===== src/hdl/sdtq_pkg.sv =====
`default_nettype none

package sdtq_pkg;

  localparam int unsigned DEPTH_DEFAULT = 32;

  typedef enum logic [1:0] {
    OP_ADD    = 2'd0,
    OP_ADJUST = 2'd1,
    OP_DELETE = 2'd2,
    OP_TICK   = 2'd3
  } opcode_t;

  typedef enum logic [2:0] {
    ST_OK        = 3'd0,
    ST_EXPIRED   = 3'd1,
    ST_FULL      = 3'd2,
    ST_NOT_FOUND = 3'd3,
    ST_TICK_DONE = 3'd4
  } status_t;

  typedef struct packed {
    opcode_t     opcode;
    logic [15:0] handle;
    logic [31:0] deadline;
    logic [31:0] current_time;
  } cmd_item_t;

  typedef struct packed {
    status_t     status;
    logic [15:0] expired_handle;
    logic        last;
  } res_item_t;

  typedef enum logic [1:0] {
    S_IDLE,
    S_INSERT,
    S_REMOVE,
    S_TICK
  } state_t;

  typedef enum logic [1:0] {
    CELL_HOLD,
    CELL_INSERT,
    CELL_REMOVE
  } cell_op_t;

  typedef struct packed {
    cell_op_t    op;
    logic        rm_head;
    logic [31:0] deadline;
    logic [15:0] handle;
  } cell_cmd_t;

  typedef struct packed {
    logic        valid;
    logic [31:0] deadline;
    logic [15:0] handle;
  } cell_entry_t;

  typedef struct packed {
    logic shift;
    logic after;
  } cell_flag_t;

endpackage

`default_nettype wire


===== src/hdl/sdtq_cell.sv =====
`default_nettype none

module sdtq_cell (
  input  wire                  clk,
  input  wire                  rst,
  input  sdtq_pkg::cell_cmd_t   cmd,
  input  sdtq_pkg::cell_entry_t prev_entry,
  input  sdtq_pkg::cell_flag_t  prev_flag,
  input  sdtq_pkg::cell_entry_t next_entry,
  output sdtq_pkg::cell_entry_t entry,
  output sdtq_pkg::cell_flag_t  flag
);
  import sdtq_pkg::*;

  cell_entry_t entry_next;
  logic        match;
  logic        take_new;

  always_comb begin
    match      = entry.valid && (cmd.rm_head || (entry.handle == cmd.handle));
    flag.shift = entry.valid && (entry.deadline > cmd.deadline);
    flag.after = prev_flag.after || match;
    take_new   = !prev_flag.shift && (flag.shift || (!entry.valid && prev_entry.valid));
    entry_next = entry;
    case (cmd.op)
      CELL_INSERT: begin
        if (prev_flag.shift) begin
          entry_next = prev_entry;
        end else if (take_new) begin
          entry_next = '{valid: 1'b1, deadline: cmd.deadline, handle: cmd.handle};
        end
      end
      CELL_REMOVE: begin
        if (flag.after) begin
          entry_next = next_entry;
        end
      end
      default: begin
        entry_next = entry;
      end
    endcase
  end

  always_ff @(posedge clk) begin
    if (rst) begin
      entry.valid <= 1'b0;
    end else begin
      entry.valid <= entry_next.valid;
    end
    entry.deadline <= entry_next.deadline;
    entry.handle   <= entry_next.handle;
  end

endmodule

`default_nettype wire


===== config.mk =====
export PLATFORM = sky130hd
export DESIGN_NAME = sdtq_cell
export DESIGN_NICKNAME = d
export VERILOG_FILES = /design/src/hdl/sdtq_pkg.sv /design/src/hdl/sdtq_cell.sv
export SDC_FILE = /design/constraint.sdc
export NUM_CORES = 1
export LEC_CHECK = 0
export ABC_AREA = 1
export BUFFER_PORTS_ARGS = -buffer_cell sky130_fd_sc_hd__buf_4
export CAP_MARGIN = 30
export CORE_UTILIZATION = 45
export DETAILED_ROUTE_END_ITERATION = 6
export HOLD_SLACK_MARGIN = 0.12
export PLACE_DENSITY = 0.82
export SLEW_MARGIN = 20
export SYNTH_ARGS = -nofsm -noshare
export SYNTH_HDL_FRONTEND = slang
export SYNTH_SLANG_ARGS = --single-unit
export TNS_END_PERCENT = 30

===== constraint.sdc =====
create_clock -name clk -period 3 [get_ports clk]
set_input_delay 0.3 -clock clk [delete_from_list [all_inputs] [get_ports clk]]
set_output_delay 0.3 -clock clk [all_outputs]
set_load 0.1 [all_outputs]

# [Yosys cells after proc, flatten, opt, wreduce, memory -nomap -nowiden]
# Cells that the tools add are included.
[classes] magnitude_cmp=1 n_eq_ne=5 muxes=4 n_reduce_logical=11
[op_table] op="$mux 49" n=3
[op_table] op="$pmux 49 s2" n=1
[op_table] op="$gt 32x32->1" n=1
[op_table] op="$eq 16x16->1" n=1
[op_table] op="$logic_and 1x1->1" n=4
[op_table] op="$logic_or 1x1->1" n=3
[op_table] op="$ne 3x3->1 const B" n=1
[op_table] op="$reduce_and 3->1" n=1
[op_table] op="$eq 2x1->1 const B" n=1
[op_table] op="$eq 2x2->1 const B" n=1
[op_table] op="$logic_not 1->1" n=2
[op_table] op="$ne 2x2->1 const B" n=1
[op_table] op="$reduce_bool 2->1" n=1
[word_totals] regBits=49 in_bits=153

# [Longest topological paths before layout]
[logic_depth] ltp_word=7 mapped_depth=19 mapped_depth_nobuf=19

# [Worst setup path after synthesis]
# No wires, ideal clock.
[synth_timing] path_kind="register -> register" start="reg entry[13] (netlist name)" end="reg entry[0] (netlist name), enable pin" setup_time_ns=0.402 arrival_time_ns=3.138 t_required_ns=2.598 slack_ns=-0.541 path_stages_with_launch=15 synth_period_minus_slack_ns=3.541 path_cell_list="edfxtp_1 inv_1 nand2_1 nand2_1 nor2_1 nand2_1 nor2_1 nand2_1 nand2_1 nand2_1 nand2_2 nand2_2 nand2_2 nand2_2 inv_1"
[synth_lines] element="start: declaration" line_no="sdtq_cell.sv:10" source="output sdtq_pkg::cell_entry_t entry,"

# [Final worst setup path]
[layout_timing] start="reg entry[35] (netlist name)" end="reg entry[21] (netlist name), enable pin"
[layout_via] elab_chain_len=6
[layout_rtl] element="$gt 32x32->1" line_no="sdtq_cell.sv:21" source="flag.shift = entry.valid && (entry.deadline > cmd.deadline);"
[layout_rtl] element="$logic_and 1x1->1" line_no="sdtq_cell.sv:21"
[layout_rtl] element="$logic_or 1x1->1" line_no="sdtq_cell.sv:23" source="take_new = !prev_flag.shift && (flag.shift || (!entry.valid && prev_entry.valid));"
[layout_rtl] element="$logic_and 1x1->1" line_no="sdtq_cell.sv:23"
[layout_rtl] element="$ne 3x3->1 (no source line)"
[layout_rtl] element="$reduce_and 3->1 (no source line)"
# No other way between the ends.
# A chain may end at the register's enable or synchronous reset.

==> reports/qor_table.md <==
| Group | Metric | Value |
| --- | --- | --- |
| clock network | Cts-stage hold buffer count | 0 |
| routing | First-pass iteration count of the detailed router | 5 |
| critical path | Buffer and inverter count on the worst path | 3 |
| die | Width of the die | 92.4 µm |
| die | Number of placement rows | 32 |
| critical path | Ordered cell list for the critical path | ha_1 > nand2_1 > inv_1 > nand2_1 > nand2_1 > nand2_1 > nand3_1 > a21oi_1 > nand2_1 > nand2_1 > nand3_2 > nand2_2 > clkinvlp_4 > buf_12 |
| synthesis | Number of library cell types mapped by synthesis | 22 |
| critical path | CP max stage cell | sky130_fd_sc_hd__edfxtp_1 |
| finish | Max reg flops | 49 |
| placement | Place WS | 0.614 ns |
| min path | Tightest Hold Check Type | in -> reg |
| sta | Least-Margin Pin Slew | 0.871 ns |
| routing | Via count of the routed design | 4,032 |
| sta | Final Hold Slack | 0.229 ns |
| sta | Final period demand of the worst path | 2.40 ns |
| synthesis | Synthesized area per cell | 7.23 µm² |
| min path | Hold Crit Depth | 4 |
| global routing | Remaining global-route overflow | 0 |
| finish | Share of the core filled with cells in the final layout | 69.1% |
| die | Ports placed on the boundary | 204 |
| critical path | Worst reg2reg setup slack | 0.60 ns |
| synthesis | #FFs+latches synth | 49 |
| routing | # DRC | 0 |
| die | Area of the placeable core | 7810 µm² |
| critical path | Depth of the worst register-to-register path | 14 |
| sta | Relative max-transition margin | 41.9% |
| critical path | Source of the worst register-to-register timing path | entry[35] |
| synthesis | Fraction of the yosys area taken by sequential cells | 39.8% |
| synthesis | Area fraction of the dominant cell type after synthesis | 39.2% |
| routing | Ratio of routed vias to standard cells | 5.00 |
| power and ir drop | Leakage power figure | 2.80 nW |
| sta | Number of endpoints failing setup at the final stage | 0 |
| finish | Most flops, register | entry |
| global routing | Largest net degree at the start of global routing | 49 |
| synthesis | Synth warn | 0 |
| clock network | Number of sinks handled by clock tree synthesis | 49 |
| critical path | Critical-path maximum fanout | 39 |
| routing | DRT antenna net count | 0 |
| placement | Placer congestion estimate | 0.824 |
| global routing | Antenna violations before repair | 0 |
| routing | Detailed Route WL | 11,500 µm |
| placement | Detailed placer's ending HPWL | 8900 µm |
| finish | Area of combinational cells with multiple inputs | 1880 µm² |
| clock network | Clk root buf | sky130_fd_sc_hd__clkbuf_8 |
| clock network | Skew-Pair Late Insertion Delay | 0.30 ns |
| sta | Number of max-slew violations in the final report | 0 |
| global routing | Grt peak-use layer | met2 |
| clock network | Cts repair resizes | 0 |
| critical path | Crit path kind | reg -> reg |
| synthesis | Post-Syn Area | 3670 µm² |
| power and ir drop | Power per standard cell area | 420 nW/µm² |
| finish | Layout Area Growth over Synthesis | 46.8% |
| global routing | Wire length of the first global-routing pass | 18,500 µm |
| finish | # diodes | 0 |
| sta | Setup ws final | 0.600 ns |
| global routing | Number of global-route vias before repair | 4,040 |
| routing | Routed length per placed instance | 14.2 µm |
| clock network | Clock tree from TritonCTS | yes |
| sta | Clock Skews | 0.00492 ns |
| global routing | Global Route Usage Sum | 27.4% |
| flow run | Max-cap viol count | 0 |
| sta | RSZ-0062 raised after global routing | false |
| clock network | TritonCTS Buffers | 5 |
| critical path | Arrival time at the worst endpoint | 2.45 ns |
| sta | Final hold violation count | 0 |
| finish | Filler instances | 661 |
| die | Die area | 8530 µm² |
| synthesis | Area contributors post-synth | sky130_fd_sc_hd__edfxtp_1 (39%), sky130_fd_sc_hd__a21oi_1 (15%), sky130_fd_sc_hd__nand2_1 (12%), sky130_fd_sc_hd__ha_1 (11%), sky130_fd_sc_hd__nor2_1 (8.9%) |
| clock network | Setup bufs post-CTS | 0 |
| clock network | Max Buffers Root-to-Sink | 2 |
| critical path | Type of origin of the critical path | register |
| status | Status | finished clean |
| placement | Count of buffers from port buffering | 203 |
| critical path | Peak per-stage delay on the critical path | 0.44 ns |
| min path | Hold endpoint | entry[48] |
| finish | Layout net count | 888 |
| global routing | GR met3 Demand/Resource | 5.67% |
| critical path | Cell with the most instances on the worst path | sky130_fd_sc_hd__nand2_1 |
| synthesis | Post-synthesis net count | 693 |
| synthesis | Cell accounting for the most synthesized area | sky130_fd_sc_hd__edfxtp_1 |
| critical path | Critical Path End Type | register |
| min path | Critical hold path startpoint | rst |
| power and ir drop | IR drop worst, VDD | 0.217 mV |
| critical path | Worst path top cell family by delay | simple AND/OR/NAND/NOR gates |
| die | Initial Util | 47.1% |
| clock network | CTS H-Tree Depth | 2 |
| critical path | Critical register-to-register path endpoint | entry[21] |
| global routing | Global routing usage on met1 | 31.1% |
| finish | Area used by sequential logic in the layout | 1460 µm² |
| finish | Share of cells above drive strength 1 | 31.7% |
| finish | Largest registers in the final layout | entry x49 |
| die | Die span in y | 92.4 µm |
| sta | FMAX | 417 MHz |
| synthesis | Gate count after technology mapping | 508 |
| global routing | Met2 layer usage reported by global route | 51.4% |
| clock network | Clock transition time at the flip-flop clock pins of the worst setup and hold paths | 0.09 ns |
| sta | Share of the clock period used by the worst path | 80.0% |
| critical path | Required time of the critical path | 3.05 ns |
| routing | DRC violation total after the first TritonRoute iteration | 203 |
==> routing by layer <==
metal  wire (µm)  up-vias
li1            -     2036
met1        4370     1783
met2        5880      196
met3        1030       17
met4         214        0
met5           0        -
==> final cells by class <==
type	count	area share, %
clock buffer	8	1.67
timing repair buffer	208	29.2
multi-input combinational	370	34.8
inverter	69	4.87
sequential	49	27.1
tap	102	2.37
==> synthesized netlist by cell type, drive strengths merged <==
library cell,number
a21o,1
a21oi,111
buf,6
clkbuf,14
clkinv,2
dfxtp,1
edfxtp,48
ha,32
inv,67
nand2,126
nand3,3
nand4,2
nor2,88
o21a,1
o21ai,3
xor2,3
==> worst min-delay path, delay by kind of cell <==
kind          cells  cell delay, ns
simple gates      2            0.09
buf+inv           2            0.11
==> how the worst max path moves through the flow <==
stage | startpoint | to | cells after the start
2_1_floorplan | entry[21] | entry[0] | 13
3_3_place_gp | cmd[47] | entry[8] | 13
3_5_place_dp | cmd[47] | entry[8] | 14
4_1_cts | entry[35] | entry[19] | 14
5_1_grt | entry[47] | entry[46] | 11
6_report | entry[35] | entry[21] | 14
==> where the power goes <==
group	internal, mW	leakage [nW]	switching [mW]
Combinational	0.318	2.29	0.677
Clock	0.189	0.0455	0.218
Sequential	0.829	0.465	0.0364
Total	1.34	2.80	0.932
==> layout by cell type, fill, tap and decap left out, types with 2 or more instances in the layout <==
cell,count
sky130_fd_sc_hd__nand2_2,3
sky130_fd_sc_hd__nand3_1,2
sky130_fd_sc_hd__nand2_1,122
sky130_fd_sc_hd__buf_4,207
sky130_fd_sc_hd__nand4_1,2
sky130_fd_sc_hd__o21ai_0,2
sky130_fd_sc_hd__clkbuf_1,2
sky130_fd_sc_hd__clkbuf_8,6
sky130_fd_sc_hd__ha_1,32
sky130_fd_sc_hd__inv_1,64
sky130_fd_sc_hd__a21oi_1,111
sky130_fd_sc_hd__nor2_1,87
sky130_fd_sc_hd__clkinv_1,2
sky130_fd_sc_hd__inv_2,2
sky130_fd_sc_hd__edfxtp_1,48
sky130_fd_sc_hd__xor2_1,3
==> kinds of logic (layout without fill, tap and decap cells) <==
kind of cell	count (synthesis)	after routing	synth area share (%)
AOI/OAI and AO/OA	116	116	15.9
xor gates and xnor gates	3	3	0.715
adders and majority gates	32	32	10.9
and+or+nand+nor	219	219	23.5
DFF	49	49	39.8
buffers and inverters	89	285	9.23
==> through the flow <==
step	area [µm²]	power (mW)	instances	TNS, ns
after floorplan	3680	1.54	508	-3.88
after global placement	5310	1.85	798	0
after detailed placement	5310	1.88	798	0
after CTS	5400	2.28	806	0
after global routing	5400	2.38	806	0
final	5400	2.27	806	0
Power figures use the tool's default switching activity.
